--- src/sv/flpw_pkg.sv ---
`timescale 1ns / 1ps

package flpw_pkg;

  localparam int unsigned VA_W    = 48;
  localparam int unsigned FRAME_W = 36;
  localparam int unsigned ENTRY_W = 64;
  localparam int unsigned ADDR_W  = 48;
  localparam int unsigned LVL_W   = 3;
  localparam int unsigned IDX_W   = 9;
  localparam int unsigned PG_OFS_W = 12;

  localparam logic OP_START = 1'b0;
  localparam logic OP_ENTRY = 1'b1;

  localparam logic KIND_READ = 1'b0;
  localparam logic KIND_DONE = 1'b1;

  localparam logic [LVL_W-1:0] LVL_IDLE = 3'd0;
  localparam logic [LVL_W-1:0] LVL_PML4 = 3'd1;
  localparam logic [LVL_W-1:0] LVL_PDPT = 3'd2;
  localparam logic [LVL_W-1:0] LVL_DIR  = 3'd3;
  localparam logic [LVL_W-1:0] LVL_PTE  = 3'd4;

  localparam int unsigned PRESENT_BIT = 0;
  localparam int unsigned LARGE_BIT   = 7;

  typedef enum logic [1:0] {
    ST_OK          = 2'd0,
    ST_NOT_PRESENT = 2'd1,
    ST_READ_FAIL   = 2'd2,
    ST_LARGE_PAGE  = 2'd3
  } status_e;

  typedef struct packed {
    logic              kind;
    logic [ADDR_W-1:0] read_addr;
    logic [ADDR_W-1:0] phys_addr;
    status_e           status;
    logic [ADDR_W-1:0] leaf_entry_addr;
    logic [LVL_W-1:0]  leaf_level;
  } res_t;

endpackage

--- src/sv/four_level_page_walker.sv ---
`timescale 1ns / 1ps

// Four-level x86-64 page table walker. A start item (tuser op = 0) carries the
// 48-bit virtual address and the root table frame and yields a read request for
// the top-level entry; each entry item (op = 1) returned by memory yields either
// the next read request or a finished item with status, translated address and
// the deepest entry read. A start while a walk is in flight abandons that walk;
// an entry item while idle produces nothing. The walk state and the result
// register (or, while that is stalled, the skid stage) are updated at the
// accepting edge, so one item per clock is sustained while the skid stage is
// empty, and a two-deep output (result register plus skid stage) keeps the
// input ready while one result waits. Large pages at the PDPT or directory
// level end with status 3. Addresses are held to PA_BITS (capped at 48).
module four_level_page_walker #(
  parameter int unsigned PA_BITS = 48
) (
  input  logic         clk_i,
  input  logic         rst_ni,
  input  logic         s_axis_tvalid,
  output logic         s_axis_tready,
  // virt_addr[47:0], root_frame[83:48], entry_data[147:84], zero pad
  input  logic [151:0] s_axis_tdata,
  // op[0], read_ok[1]
  input  logic [1:0]   s_axis_tuser,
  output logic         m_axis_tvalid,
  input  logic         m_axis_tready,
  // read_addr[47:0], phys_addr[95:48], status[97:96],
  // leaf_entry_addr[145:98], leaf_level[148:146], zero pad
  output logic [151:0] m_axis_tdata,
  // kind[0]
  output logic [0:0]   m_axis_tuser
);

  localparam int unsigned AW = (PA_BITS < flpw_pkg::ADDR_W) ? PA_BITS : flpw_pkg::ADDR_W;
  localparam logic [flpw_pkg::ADDR_W-1:0] PA_MASK =
      (AW >= flpw_pkg::ADDR_W) ? {flpw_pkg::ADDR_W{1'b1}}
                               : ((flpw_pkg::ADDR_W'(1) << AW) - flpw_pkg::ADDR_W'(1));
  localparam logic [flpw_pkg::ADDR_W-1:0] FRAME_MASK =
      PA_MASK & ~flpw_pkg::ADDR_W'(12'hFFF);

  logic                              op;
  logic                              read_ok;
  logic [flpw_pkg::VA_W-1:0]         in_vaddr;
  logic [flpw_pkg::FRAME_W-1:0]      in_root;
  logic [flpw_pkg::ENTRY_W-1:0]      in_entry;

  logic [flpw_pkg::LVL_W-1:0]        walk_level_q, walk_level_d;
  logic [flpw_pkg::VA_W-1:0]         saved_vaddr_q, saved_vaddr_d;
  logic [flpw_pkg::ADDR_W-1:0]       pending_q, pending_d;
  logic [flpw_pkg::ADDR_W-1:0]       deepest_q, deepest_d;

  logic                              s_fire;
  logic                              emit;
  flpw_pkg::res_t                    res_d;

  logic                              out_valid_q;
  flpw_pkg::res_t                    out_q;
  logic                              skid_valid_q;
  flpw_pkg::res_t                    skid_q;

  logic [flpw_pkg::LVL_W-1:0]        idx_level;
  logic [flpw_pkg::VA_W-1:0]         idx_vaddr;
  logic [flpw_pkg::ADDR_W-1:0]       idx_base;
  logic [flpw_pkg::IDX_W-1:0]        idx;
  logic [flpw_pkg::ADDR_W-1:0]       next_entry_addr;
  logic [flpw_pkg::ADDR_W-1:0]       entry_frame;
  logic                              entry_present;
  logic                              entry_large;

  assign op       = s_axis_tuser[0];
  assign read_ok  = s_axis_tuser[1];
  assign in_vaddr = s_axis_tdata[47:0];
  assign in_root  = s_axis_tdata[83:48];
  assign in_entry = s_axis_tdata[147:84];

  assign s_axis_tready = !skid_valid_q;
  assign s_fire        = s_axis_tvalid && s_axis_tready;

  assign entry_frame   = in_entry[flpw_pkg::ADDR_W-1:0] & FRAME_MASK;
  assign entry_present = in_entry[flpw_pkg::PRESENT_BIT];
  assign entry_large   = in_entry[flpw_pkg::LARGE_BIT];

  // table base and index for the entry to request next
  always_comb begin
    if (op == flpw_pkg::OP_START) begin
      idx_level = flpw_pkg::LVL_PML4;
      idx_vaddr = in_vaddr;
      idx_base  = {in_root, {flpw_pkg::PG_OFS_W{1'b0}}};
    end else begin
      idx_level = walk_level_q + flpw_pkg::LVL_W'(1);
      idx_vaddr = saved_vaddr_q;
      idx_base  = entry_frame;
    end
  end

  always_comb begin
    unique case (idx_level)
      flpw_pkg::LVL_PML4: idx = idx_vaddr[47:39];
      flpw_pkg::LVL_PDPT: idx = idx_vaddr[38:30];
      flpw_pkg::LVL_DIR:  idx = idx_vaddr[29:21];
      default:            idx = idx_vaddr[20:12];
    endcase
  end

  assign next_entry_addr = (idx_base & FRAME_MASK) | {36'd0, idx, 3'd0};

  always_comb begin
    walk_level_d  = walk_level_q;
    saved_vaddr_d = saved_vaddr_q;
    pending_d     = pending_q;
    deepest_d     = deepest_q;
    emit          = 1'b0;
    res_d         = '0;
    if (op == flpw_pkg::OP_START) begin
      saved_vaddr_d   = in_vaddr;
      deepest_d       = '0;
      pending_d       = next_entry_addr;
      walk_level_d    = flpw_pkg::LVL_PML4;
      emit            = 1'b1;
      res_d.kind      = flpw_pkg::KIND_READ;
      res_d.read_addr = next_entry_addr;
    end else if (walk_level_q != flpw_pkg::LVL_IDLE) begin
      emit       = 1'b1;
      res_d.kind = flpw_pkg::KIND_DONE;
      if (!read_ok) begin
        walk_level_d          = flpw_pkg::LVL_IDLE;
        res_d.status          = flpw_pkg::ST_READ_FAIL;
        res_d.leaf_entry_addr = deepest_q;
        res_d.leaf_level      = walk_level_q - flpw_pkg::LVL_W'(1);
      end else begin
        deepest_d             = pending_q;
        res_d.leaf_entry_addr = pending_q;
        res_d.leaf_level      = walk_level_q;
        walk_level_d          = flpw_pkg::LVL_IDLE;
        if (!entry_present) begin
          res_d.status = flpw_pkg::ST_NOT_PRESENT;
        end else if ((walk_level_q == flpw_pkg::LVL_PDPT ||
                      walk_level_q == flpw_pkg::LVL_DIR) && entry_large) begin
          res_d.status = flpw_pkg::ST_LARGE_PAGE;
        end else if (walk_level_q == flpw_pkg::LVL_PTE) begin
          res_d.status    = flpw_pkg::ST_OK;
          res_d.phys_addr = (entry_frame | {36'd0, saved_vaddr_q[11:0]}) & PA_MASK;
        end else begin
          walk_level_d    = idx_level;
          pending_d       = next_entry_addr;
          res_d.kind      = flpw_pkg::KIND_READ;
          res_d.read_addr = next_entry_addr;
        end
      end
    end
  end

  always_ff @(posedge clk_i or negedge rst_ni) begin
    if (!rst_ni) begin
      walk_level_q  <= flpw_pkg::LVL_IDLE;
      saved_vaddr_q <= '0;
      pending_q     <= '0;
      deepest_q     <= '0;
    end else if (s_fire) begin
      walk_level_q  <= walk_level_d;
      saved_vaddr_q <= saved_vaddr_d;
      pending_q     <= pending_d;
      deepest_q     <= deepest_d;
    end
  end

  // result register with skid stage behind it
  always_ff @(posedge clk_i or negedge rst_ni) begin
    if (!rst_ni) begin
      out_valid_q  <= 1'b0;
      skid_valid_q <= 1'b0;
    end else if (!out_valid_q || m_axis_tready) begin
      out_valid_q  <= skid_valid_q || (s_fire && emit);
      skid_valid_q <= 1'b0;
    end else if (s_fire && emit) begin
      skid_valid_q <= 1'b1;
    end
  end

  always_ff @(posedge clk_i) begin
    if (!out_valid_q || m_axis_tready) begin
      out_q <= skid_valid_q ? skid_q : res_d;
    end else if (s_fire && emit) begin
      skid_q <= res_d;
    end
  end

  assign m_axis_tvalid = out_valid_q;
  assign m_axis_tuser  = out_q.kind;
  assign m_axis_tdata  = {3'd0, out_q.leaf_level, out_q.leaf_entry_addr, out_q.status,
                          out_q.phys_addr, out_q.read_addr};

  a_skid_behind_out: assert property (@(posedge clk_i) disable iff (!rst_ni)
    skid_valid_q |-> out_valid_q)
    else $error("skid stage holds an item while the result register is empty");

  a_level_range: assert property (@(posedge clk_i) disable iff (!rst_ni)
    walk_level_q <= flpw_pkg::LVL_PTE)
    else $error("walk level out of range");

  a_done_goes_idle: assert property (@(posedge clk_i) disable iff (!rst_ni)
    (s_fire && emit && res_d.kind == flpw_pkg::KIND_DONE) |=>
      walk_level_q == flpw_pkg::LVL_IDLE)
    else $error("walk not idle after a finished item");

  a_request_clean: assert property (@(posedge clk_i) disable iff (!rst_ni)
    (out_valid_q && out_q.kind == flpw_pkg::KIND_READ) |->
      (out_q.status == flpw_pkg::ST_OK && out_q.phys_addr == '0))
    else $error("read request carries completion fields");

endmodule
--- config.mk ---
export PLATFORM = sky130hd
export DESIGN_NAME = four_level_page_walker
export DESIGN_NICKNAME = d
export VERILOG_FILES = /design/src/sv/flpw_pkg.sv /design/src/sv/four_level_page_walker.sv
export SDC_FILE = /design/constraint.sdc
export NUM_CORES = 1
export LEC_CHECK = 0
export BUFFER_PORTS_ARGS = -buffer_cell sky130_fd_sc_hd__buf_2
export CAP_MARGIN = 10
export CORE_ASPECT_RATIO = 1.1
export CORE_MARGIN = 2
export CORE_UTILIZATION = 45
export CTS_CLUSTER_DIAMETER = 60
export CTS_CLUSTER_SIZE = 20
export DETAILED_ROUTE_END_ITERATION = 10
export HOLD_SLACK_MARGIN = 0.12
export PLACE_DENSITY = 0.67
export SLEW_MARGIN = 15
export SYNTH_ARGS = -nofsm -noshare
export SYNTH_HDL_FRONTEND = slang
export SYNTH_SLANG_ARGS = --single-unit
--- constraint.sdc ---
create_clock -name clk_i -period 20.2 [get_ports clk_i]
set_clock_uncertainty 0.1 [all_clocks]
set_input_delay 1.01 -clock clk_i [delete_from_list [all_inputs] [get_ports clk_i]]
set_output_delay 1.01 -clock clk_i [all_outputs]
set_load 0.1 [all_outputs]
-- Word-level counts from Yosys, hierarchy flattened
Cells that the tools add are included.
- register bits after elaboration: 449
- output and inout port bits: 155
- equality and inequality tests: 11
- $add $sub $neg: 2
- reduce and logical (&&, ||, !) cells: 15
- mux-type cells: 35
- bitwise logic cells: 4
- operators by type and width (cell ; count):
    $mux W48 ; 11
    $mux W150 ; 2
    $mux W97 ; 3
    $mux W101 ; 1
    $mux W49 ; 2
    $or A48 B12 Y48 ; 2
    $mux W53 ; 1
    $mux W50 ; 1
    $pmux W9 S3 ; 1
    $mux W3 ; 7
    $eq A3 B2 Y1 const B ; 4
    $ne A2 B2 Y1 const B ; 3
    $reduce_and A2 Y1 ; 3
    $reduce_and A6 Y1 ; 1
    $mux W1 ; 4
    $mux W2 ; 2
    $ne A2 B1 Y1 const B ; 2
    $add A3 B1 Y3 const B ; 1
    $eq A3 B1 Y1 const B ; 1
    $eq A3 B3 Y1 const B ; 1
    $logic_and A1 B1 Y1 ; 3
    $logic_or A1 B1 Y1 ; 3
    $reduce_and A3 Y1 ; 1
    $reduce_bool A3 Y1 ; 1
    4 further kinds ; 6

-- Logic depth before layout (Yosys ltp)
Gate-level depths: netlist of the first run.
- depth after elaboration: 12
- mapped depth: 8

-- Least setup slack after synthesis of the first run
No wires, ideal clock.
- path type: in2reg
- start point: input m_axis_tready
- end point: register skid_q[0] (netlist name), enable pin
- buffers on the path: 0
- path slack: 6.781 ns
- library setup time: 1.583 ns
- data arrival time: 11.737 ns
- data required time: 18.517 ns
- stages: 2
- cell sequence: nand2b_1 -> nor2b_1
- longest elaborated chain between the ends: 3
- RTL lines (element ; RTL line ; source):
    start, declared ; four_level_page_walker.sv:26 ; input logic m_axis_tready,
    $logic_or A1 B1 Y1 ; four_level_page_walker.sv:181 ; if (!out_valid_q || m_axis_tready) begin
    $not A1 Y1 (no line) ; - ;
    $reduce_and A2 Y1 (no line) ; - ;
    end signal, assigned ; four_level_page_walker.sv:184 ; skid_q <= res_d;
    end, declared ; four_level_page_walker.sv:59 ; flpw_pkg::res_t skid_q;
Every way passes these cells.
A chain may end at the register's enable or synchronous reset.

-- Worst setup path in the final report of the first run
- start point: register walk_level_q[0] (netlist name)
- end point: register skid_q[135] (netlist name), enable pin
- longest elaborated chain between the ends: 5
- RTL lines (element ; RTL line ; source):
    start, declared ; four_level_page_walker.sv:47 ; logic [flpw_pkg::LVL_W-1:0] walk_level_q, walk_level_d;
    start signal, assigned ; four_level_page_walker.sv:155 ; walk_level_q <= flpw_pkg::LVL_IDLE;
    start signal, assigned ; four_level_page_walker.sv:160 ; walk_level_q <= walk_level_d;
    $reduce_bool A3 Y1 ; four_level_page_walker.sv:122 ; end else if (walk_level_q != flpw_pkg::LVL_IDLE) begin
    $mux W1 ; four_level_page_walker.sv:122 ;
    $mux W1 ; four_level_page_walker.sv:114 ; if (op == flpw_pkg::OP_START) begin
    $logic_and A1 B1 Y1 ; four_level_page_walker.sv:183 ; end else if (s_fire && emit) begin
    $reduce_and A2 Y1 (no line) ; - ;
Every way passes these cells.

==> results of run 1 <==
[worst paths after layout]
check / endpoint / from / slack [ns]
max in group asynchronous: skid_valid_q / rst_ni / 18.09
max: skid_q[135] / walk_level_q[0] / 15.97
min in group clk_i: saved_vaddr_q[3] / saved_vaddr_q[3] / 0.40
min: saved_vaddr_q[2] / rst_ni / 0.36
max reg2reg: skid_q[135] / walk_level_q[0] / 15.97
min reg2reg: saved_vaddr_q[3] / saved_vaddr_q[3] / 0.40
[stage by stage]
stage | setup WS (ns) | total power [W]
6_report | 15.97 | 0.00299
5_1_grt | 15.68 | 0.00312
4_1_cts | 15.93 | 0.00303
3_5_place_dp | 15.95 | 0.00238
3_3_place_gp | 16.03 | 0.00236
2_1_floorplan | 6.78 | 0.00218
[report_power, final]
part	total, W	internal (W)	switching (W)
combinational	0.00109	0.000209	0.000881
clock	0.000644	0.000330	0.000314
sequential	0.00126	0.00117	0.0000900
total	0.00299	0.00171	0.00129
[Yosys cell counts (all sizes together)]
cell,n
edfxtp,288
dfrtp,143
mux2,132
nand2,112
nor2,78
o21ai,74
mux2i,55
buf,51
o31ai,50
and2,48
a22o,46
clkbuf,42
nor2b,41
a21oi,39
a21o,36
nor3,9
a211o,7
inv,7
nand3,5
ha,3
nand2b,3
a221oi,2
o22ai,2
xor2,2
a2111oi,1
a211oi,1
a22oi,1
and3b,1
conb,1
nor4,1
xnor2,1
[flip-flops by register name (all words and copies together), names as in the netlist]
| name | flops |
|---|---|
| skid_q | 144 |
| walk_level_q | 3 |
| m_axis_tuser | 1 |
| m_axis_tdata | 143 |
| deepest_q | 45 |
| saved_vaddr_q | 48 |
| m_axis_tvalid | 1 |
| pending_q | 45 |
| skid_valid_q | 1 |
[layer usage]
layer	global-route usage	part of all wire
met2	0.311	0.47
met1	0.269	0.45
met5	0	0.00052
met3	0.0420	0.068
met4	0.0440	0.017
[layout make-up]
type,count,area share
Clock inverter,13,0.00661
Inverter,7,0.00138
Multi-Input combinational cell,759,0.258
Antenna cell,1,0.000120
Tap cell,507,0.0305
Sequential cell,431,0.588
Clock buffer,43,0.0429
Timing Repair Buffer,291,0.0729
[kinds of logic after synthesis]
kind of cell / Yosys count / synth area share
compound gates: 259 / 0.0970
xor+xnor: 3 / 0.00251
fa+ha+maj: 3 / 0.00209
buf+inv: 100 / 0.0269
flops: 431 / 0.680
mux: 187 / 0.113
other cells: 1 / 0.000209
simple gates: 298 / 0.0781
==> run_results.csv, run 1 <==
group,metric,value,unit
logic_synthesis,syn_area_per_cell,14.0,sq um
worst_setup_path,cp-end-kind,"register",
sta,hold_ws,0.361,ns
logic_synthesis,ys_top_cells_by_area,"edfxtp_1 48%, dfrtp_1 20%, mux2_2 8.3%",
detailed_routing,ant_nets,0,
worst_setup_path,path_max_fanout,52,
die,fp.coreArea,39300,sq um
global_routing,grt_pass1_wl,62900,um
die,die_width,195,um
detailed_routing,drc,0,
clocking,cts_hold_buffers,0,
global_routing,grt_remaining_overflow,0,
clocking,clk_latency,0.59,ns
logic_synthesis,synth_top_cell_by_area,"edfxtp_1",
worst_setup_path,reg2reg_depth,8,
sta,period_share,0.209,
detailed_routing,avgRoutedWirePerCell,19.8,um
logic_synthesis,synth-seq-area-share,0.680,
sta,rsz0062_at_grt,"no",
sta,fmax,236,MHz
logic_synthesis,syn-instance-count,1282,
global_routing,grt_pass1_vias,10859,
clocking,root_buffer,"clkbuf_16",
clocking,htree_levels,1,
clocking,cts_buffer_depth,3,
sta,max_slew.worst_pin.slew,1.09,ns
die,io_pins,313,
logic_synthesis,ys_warn_count,0,
die,dieArea,41600,sq um
hold_path,hold_path.class,"primary input to async pin",
logic_synthesis,netlist_area,18000,sq um
cells_and_area,final_layout_size_suffix_gt1_frac,0.317,
cells_and_area,postLayoutCellArea,20800,sq um
cells_and_area,regArea,12200,sq um
worst_setup_path,start_kind,"register",
die,rows,76,
clocking,clk_pin_slew,0.08,ns
detailed_routing,drt_wl_total,40700,um
sta,finalSetupTns,0,ns
pwr,irDropWorstVdd,116,uV
cells_and_area,nets,1681,
worst_setup_path,worstPathArrival,4.34,ns
sta,period_minus_slack,4.23,ns
sta,slew_headroom,0.274,
detailed_routing,vias,10984,
cells_and_area,fin_cells,2052,
placed_design,place_inst,1995,
pwr,p_per_area,144,nW/um^2
worst_setup_path,slowest_delay,1.06,ns
worst_setup_path,crit_chain,"inv_1 > ha_1 > nand2_1 > nor2_1 > nor2_1 > nor2b_4 > buf_4 > buf_4",
detailed_routing,viasPerCell,5.35,
cells_and_area,syn2layout_area_growth,15.7,%
worst_setup_path,crit_family,"buffers and inverters",
clocking,cts_tree,"built",
worst_setup_path,slowest_stage,"dfrtp_1",
placed_design,dpl.hpwl,25200,um
logic_synthesis,ys_ff_latch,431,
logic_synthesis,ys_types,41,
cells_and_area,post-route-util,0.530,
global_routing,track_usage,0.192,
job,maxCapViolations,0,
clocking,cts_made_buffers,30,
run_status,status,"completed",
clocking,cts_resized,0,
cells_and_area,layout_commonest_cell,"edfxtp_1",
worst_setup_path,required,20.31,ns
worst_setup_path,critical_path_class,"register to register",
cells_and_area,layout_common_cells,"288 x edfxtp_1, 270 x buf_2, 142 x dfrtp_1, 132 x mux2_2, 111 x nand2_1",
logic_synthesis,yosys.area.top_type_share,0.481,
placed_design,io_buffer_count,273,
worst_setup_path,worst-path-stages,8,
clocking,clock-sinks,431,
global_routing,grt_start_max_net_pins,110,
placed_design,dpl_cell_area,19800,sq um
die,initial_core_util,0.458,
sta,hold_viol,0,
placed_design,place_congestion,0.768,
detailed_routing,first_pass_iters,7,
pwr,leakage,8.85,nW
cells_and_area,num-fill-cells,3291,
sta,finalSetupViolations,0,
die,die_h,214,um
sta,drv_slew,0,
worst_setup_path,cp_num_buf_inv,3,
detailed_routing,drt_iter0_drc,638,
cells_and_area,multi_input_area,5370,sq um
clocking,cts_setup_buffers,0,
global_routing,antenna_found_initial,3,
Power figures use the tool's default switching activity.
==> run 2: changes to the inputs <==
clock period = 4 ns   (was 20.2 ns; I/O delays follow)
==> run 2 against run 1 <==
  * Non-clock buffer count grew 163
  * Sequential share of layout area shrank 4.8 points
  * Sequential power grew to 5.0 times the previous value
  * Die area is the same
  * Clock-buffer cell count is the same
  * Fmax grew 41%
  * Via count grew 7.1%
  * Register-to-register slack lost 15 ns
  * Clock power grew to 5.7 times the previous value
  * Core utilization grew 4.7 points
  * Total power grew to 5.3 times the previous value
  * Flip-flop and latch count is the same
==> run_results.csv, run 2 (synthesis results as in run 1) <==
group,metric,value,unit
die,initial_core_util,0.458,
sta,drv_slew,0,
sta,hold_viol,0,
detailed_routing,first_pass_iters,7,
cells_and_area,layout_commonest_cell,"edfxtp_1",
run_status,status,"completed",
worst_setup_path,crit_start,"skid_valid_q",
die,die_width,195,um
hold_path,hold_path.class,"primary input to register",
pwr,leakage,9.65,nW
detailed_routing,drc,0,
worst_setup_path,slowest_delay,0.76,ns
worst_setup_path,crit_family,"simple AND/OR/NAND/NOR gates",
clocking,cts_setup_buffers,0,
worst_setup_path,required,4.11,ns
clocking,root_buffer,"clkbuf_16",
worst_setup_path,r2r-end,"skid_q[55]",
sta,rsz0062_at_grt,"no",
detailed_routing,viasPerCell,5.30,
detailed_routing,avgRoutedWirePerCell,19.2,um
detailed_routing,drt_iter0_drc,611,
worst_setup_path,start_kind,"register",
clocking,clk_pin_slew,0.07,ns
placed_design,dpl_cell_area,19900,sq um
placed_design,place_congestion,0.759,
die,rows,76,
die,io_pins,313,
cells_and_area,final_layout_size_suffix_gt1_frac,0.293,
worst_setup_path,path_max_fanout,44,
sta,slew_headroom,0.396,
worst_setup_path,reg2reg_from,"skid_valid_q",
detailed_routing,drt_wl_total,42700,um
global_routing,grt_remaining_overflow,0,
clocking,cts_tree,"built",
pwr,total_power,0.0157,W
clocking,htree_levels,2,
cells_and_area,largest_reg_flops,144,
global_routing,antenna_found_initial,0,
worst_setup_path,worstPathArrival,3.11,ns
global_routing,grt_pass1_vias,12039,
job,maxCapViolations,0,
worst_setup_path,reg2reg_depth,5,
detailed_routing,ant_nets,0,
clocking,clock-sinks,431,
cells_and_area,nets,1848,
cells_and_area,n_antenna_cell,0,
pwr,irDropWorstVdd,566,uV
die,dieArea,41600,sq um
sta,finalSetupViolations,0,
worst_setup_path,crit_chain,"inv_4 > nand2_1 > nor2_1 > nor2b_4 > buf_4",
sta,fmax,333,MHz
worst_setup_path,worst-r2r-setup-slack,1.0,ns
sta,period_minus_slack,3.00,ns
clocking,cts_buffer_depth,3,
die,die_h,214,um
clocking,cts_resized,0,
cells_and_area,multi_input_area,5370,sq um
worst_setup_path,critical_path_class,"register to register",
clocking,cts_made_buffers,34,
worst_setup_path,worst-path-stages,5,
global_routing,grt_start_max_net_pins,147,
pwr,p_per_area,694,nW/um^2
global_routing,grt_pass1_wl,67100,um
global_routing,track_usage,0.205,
worst_setup_path,slowest_stage,"nor2b_4",
sta,period_share,0.750,
cells_and_area,regArea,12200,sq um
cells_and_area,layout_common_cells,"288 x edfxtp_1, 270 x buf_2, 157 x dlygate4sd3_1, 141 x dfrtp_1, 132 x mux2_2",
worst_setup_path,cp-end-kind,"register",
cells_and_area,syn2layout_area_growth,26.0,%
cells_and_area,num-fill-cells,3077,
die,fp.coreArea,39300,sq um
sta,max_slew.worst_pin.slew,0.906,ns
placed_design,io_buffer_count,273,
worst_setup_path,cp_num_buf_inv,2,
cells_and_area,postLayoutCellArea,22700,sq um
placed_design,dpl.hpwl,25800,um
detailed_routing,vias,11764,
clocking,clk_latency,0.53,ns
cells_and_area,regMostFlops,"skid_q",
worst_setup_path,crit_end,"skid_q[55]",
run 2: cell count changes in the layout (fill, tap and decap cells not counted), moves of 3 or more:
cell,previous run,this run
buf_12,0,4
buf_4,19,22
clkbuf_16,33,37
clkinv_8,0,4
clkinvlp_4,0,3
dlygate4sd3_1,0,157
run 2: area by class of cell:
cell class              count  area share
multi-input cells         759       0.237
well taps                 507      0.0280
repair buffers            454       0.140
flip-flops and latches    431       0.540
clock inverters            19      0.0115
inverters                   7     0.00127
clock buffers              43      0.0423
run 2: worst min-delay path by stage:
stage / startpoint / to / slack (ns) / cells after the start
final: s_axis_tdata[58] / pending_q[22] / 0.15 / 4
after global routing: s_axis_tdata[48] / skid_q[113] / 0.16 / 3
after floorplan: rst_ni / deepest_q[10] / -0.20 / 0
after CTS: s_axis_tdata[58] / pending_q[22] / 0.12 / 4
after detailed placement: rst_ni / saved_vaddr_q[1] / 0.22 / 1
after global placement: rst_ni / saved_vaddr_q[1] / 0.22 / 1
run 2: where the power goes:
part / switching, W / total, W / internal (W)
sequential: 0.000445 / 0.00636 / 0.00592
clock: 0.00170 / 0.00367 / 0.00197
combinational: 0.00450 / 0.00570 / 0.00120
run 2: repair_timing:
action                                  in CTS  in global routing
hold buffers                               157                  0
endpoints found under the hold margin      323                  0
endpoints found under the setup margin       0                  0
run 2: metal layers:
layer  part of all wire  global-route usage  wire [um]  up-vias
li1                   -                   -          -     5496
met1               0.44               0.278      18900     5894
met2               0.48               0.342      20600      323
met3              0.057              0.0398       2430       51
met4              0.018              0.0546        761        0
met5                  0                   0          0        -
run 2: worst min-delay path, delay by kind of cell:
kind | cells | cell delay [ns]
and+or+nand+nor | 1 | 0.18
buffers and inverters | 1 | 0.09
AOI/OAI and AO/OA | 2 | 0.26
run 2: stage by stage:
| stage | utilization | setup slack [ns] | TNS [ns] | hold WS (ns) | cells |
|---|---|---|---|---|---|
| after floorplan | - | -0.442 | -63.69 | -0.196 | 1290 |
| after global placement | 0.506 | 0.976 | 0 | 0.215 | 2001 |
| after detailed placement | 0.506 | 0.952 | 0 | 0.218 | 2001 |
| after CTS | 0.577 | 0.930 | 0 | 0.120 | 2220 |
| after global routing | 0.577 | 0.844 | 0 | 0.162 | 2220 |
| final | 0.577 | 0.999 | 0 | 0.145 | 2220 |
==> run 3: changes to the inputs <==
PLACE_DENSITY = 0.7   (was 0.67)
clock period = 2.6 ns   (was 4 ns; I/O delays follow)
==> run 3 against run 2 <==
  * Combinational power is 56% higher
  * Highest routed layer unchanged
  * Largest power group unchanged
  * Sequential share of layout area decreased by 0.29 points
  * Register-to-register slack worse by 0.95 ns
==> run_results.csv, run 3 (synthesis results as in run 1) <==
group,metric,value,unit
worst_setup_path,cp-end-kind,"register",
global_routing,antenna_found_initial,0,
detailed_routing,viasPerCell,5.30,
pwr,swShare,0.421,
placed_design,place_congestion,0.783,
worst_setup_path,worstPathArrival,2.74,ns
pwr,leakage,9.72,nW
die,die_width,195,um
placed_design,dpl.hpwl,26500,um
pwr,combPwrFrac,0.365,
worst_setup_path,crit_chain,"and3b_2 > nor4_4 > buf_4 > a21o_1 > dlygate4sd3_1 > mux2_2",
cells_and_area,layout_commonest_cell,"edfxtp_1",
clocking,clk_latency,0.55,ns
detailed_routing,drc,0,
pwr,p_seq_frac,0.401,
sta,period_share,0.982,
cells_and_area,final_layout_size_suffix_gt1_frac,0.303,
pwr,p_switching,0.0103,W
clocking,cts_made_buffers,34,
detailed_routing,drt_iter0_drc,682,
global_routing,track_usage,0.207,
detailed_routing,drt_wl_total,43000,um
clocking,clock-sinks,431,
die,die_h,214,um
detailed_routing,vias,11777,
clocking,htree_levels,2,
pwr,p_per_area,1070,nW/um^2
detailed_routing,avgRoutedWirePerCell,19.4,um
die,dieArea,41600,sq um
clocking,root_buffer,"clkbuf_16",
worst_setup_path,start_kind,"register",
sta,fmax,392,MHz
worst_setup_path,required,2.79,ns
sta,drv_slew,0,
detailed_routing,ant_nets,0,
cells_and_area,n_antenna_cell,0,
cells_and_area,regMostFlops,"skid_q",
global_routing,grt_pass1_vias,12114,
worst_setup_path,slowest_delay,0.58,ns
run_status,status,"completed",
cells_and_area,largest_reg_flops,144,
clocking,cts_tree,"built",
placed_design,io_buffer_count,273,
global_routing,grt_start_max_net_pins,91,
pwr,cellInternalPower,0.0141,W
cells_and_area,post-route-util,0.580,
cells_and_area,multi_input_area,5380,sq um
die,rows,76,
clocking,cts_buffer_depth,3,
clocking,clk_pin_slew,0.08,ns
job,maxCapViolations,0,
die,fp.coreArea,39300,sq um
sta,max_slew.worst_pin.slew,0.817,ns
placed_design,place_worst_setup_slack,0.241,ns
cells_and_area,num-fill-cells,3074,
sta,period_minus_slack,2.55,ns
pwr,irDropWorstVdd,946,uV
sta,worst_slack,0.0474,ns
worst_setup_path,path_max_fanout,17,
sta,finalSetupViolations,0,
global_routing,grt_remaining_overflow,0,
worst_setup_path,slowest_stage,"dlygate4sd3_1",
cells_and_area,regArea,12200,sq um
die,io_pins,313,
detailed_routing,first_pass_iters,4,
worst_setup_path,crit_family,"buffers and inverters",
cells_and_area,syn2layout_area_growth,26.7,%
cells_and_area,nets,1852,
worst_setup_path,cp_num_buf_inv,2,
cells_and_area,layout_common_cells,"288 x edfxtp_1, 270 x buf_2, 148 x dlygate4sd3_1, 140 x dfrtp_1, 132 x mux2_2",
worst_setup_path,critical_path_class,"register to register",
global_routing,grt_pass1_wl,67100,um
placed_design,place_inst,2012,
pwr,clkPwrFrac,0.234,
hold_path,hold_path.class,"primary input to register",
cells_and_area,fin_cells,2224,
sta,slew_headroom,0.455,
sta,hold_viol,0,
sta,rsz0062_at_grt,"no",
die,initial_core_util,0.458,
## run 3: cell count changes in the layout (fill, tap and decap cells not counted), sizes merged
| cell | delta |
|---|---|
| buf | +13 |
| inv | +4 |
| clkinv | -2 |
| bufinv | -1 |
| dlygate4sd3 | -9 |
| clkbuf | +1 |
| clkinvlp | -2 |
## run 3: area by class of cell
| cell class | count | area share |
|---|---|---|
| inverter | 7 | 0.00126 |
| sequential | 431 | 0.537 |
| clock buffer | 44 | 0.0445 |
| clock inverter | 18 | 0.00961 |
| tap | 507 | 0.0278 |
| multi-input combinational | 759 | 0.236 |
| timing repair buffer | 458 | 0.144 |
## run 3: power by group through the flow
stage                     Sequential (W)  Clock, W  Combinational, W
after global routing             0.00993   0.00608           0.00936
after CTS                        0.00978   0.00587           0.00892
after floorplan                   0.0144         0           0.00248
after detailed placement         0.00992         0           0.00871
final                            0.00977   0.00570           0.00890
after global placement           0.00986         0           0.00861
## run 3: repair_timing
action                                  CTS  global route
endpoints found under the setup margin    0            15
resized for setup                         0             3
buffers inserted                          0             1
hold buffers                            149             0
hold endpoints to repair                410             0
## run 3: worst paths after layout
path | slack [ns] | endpoint | from | depth (start not counted)
max in group asynchronous | 1.34 | saved_vaddr_q[34] | rst_ni | 4
worst min-delay path | 0.12 | m_axis_tvalid | m_axis_tready | 4
worst max register to register | 0.05 | m_axis_tdata[36] | walk_level_q[2] | 6
worst max-delay path | 0.05 | m_axis_tdata[36] | walk_level_q[2] | 6
min in group asynchronous | 0.61 | saved_vaddr_q[3] | rst_ni | 4
worst min register to register | 0.40 | saved_vaddr_q[0] | saved_vaddr_q[0] | 1
## run 3: routing by layer
layer,GRT usage,vias up,wire length (um)
li1,-,5501,-
met1,0.275,5840,18700
met2,0.346,368,20800
met3,0.0447,68,2480
met4,0.0613,0,1030
met5,0,-,0
## run 3: through the flow
step | TNS (ns) | hold WS, ns | cell area [sq um] | total power (W)
global route | 0 | 0.130 | 22800 | 0.0254
CTS | 0 | 0.127 | 22800 | 0.0246
detailed placement | 0 | -0.0419 | 20000 | 0.0186
finish | 0 | 0.119 | 22800 | 0.0244
floorplan | -265.29 | -0.266 | 18000 | 0.0168
global placement | 0 | -0.0387 | 20000 | 0.0185
## run 3: worst register-to-register path: cells and delay by family, from the launching register on
family / cells / cell delay (ns)
buffers and inverters: 2 / 0.82
DFF: 1 / 0.49
muxes: 1 / 0.28
and+or+nand+nor: 2 / 0.39
AOI/OAI and AO/OA: 1 / 0.22
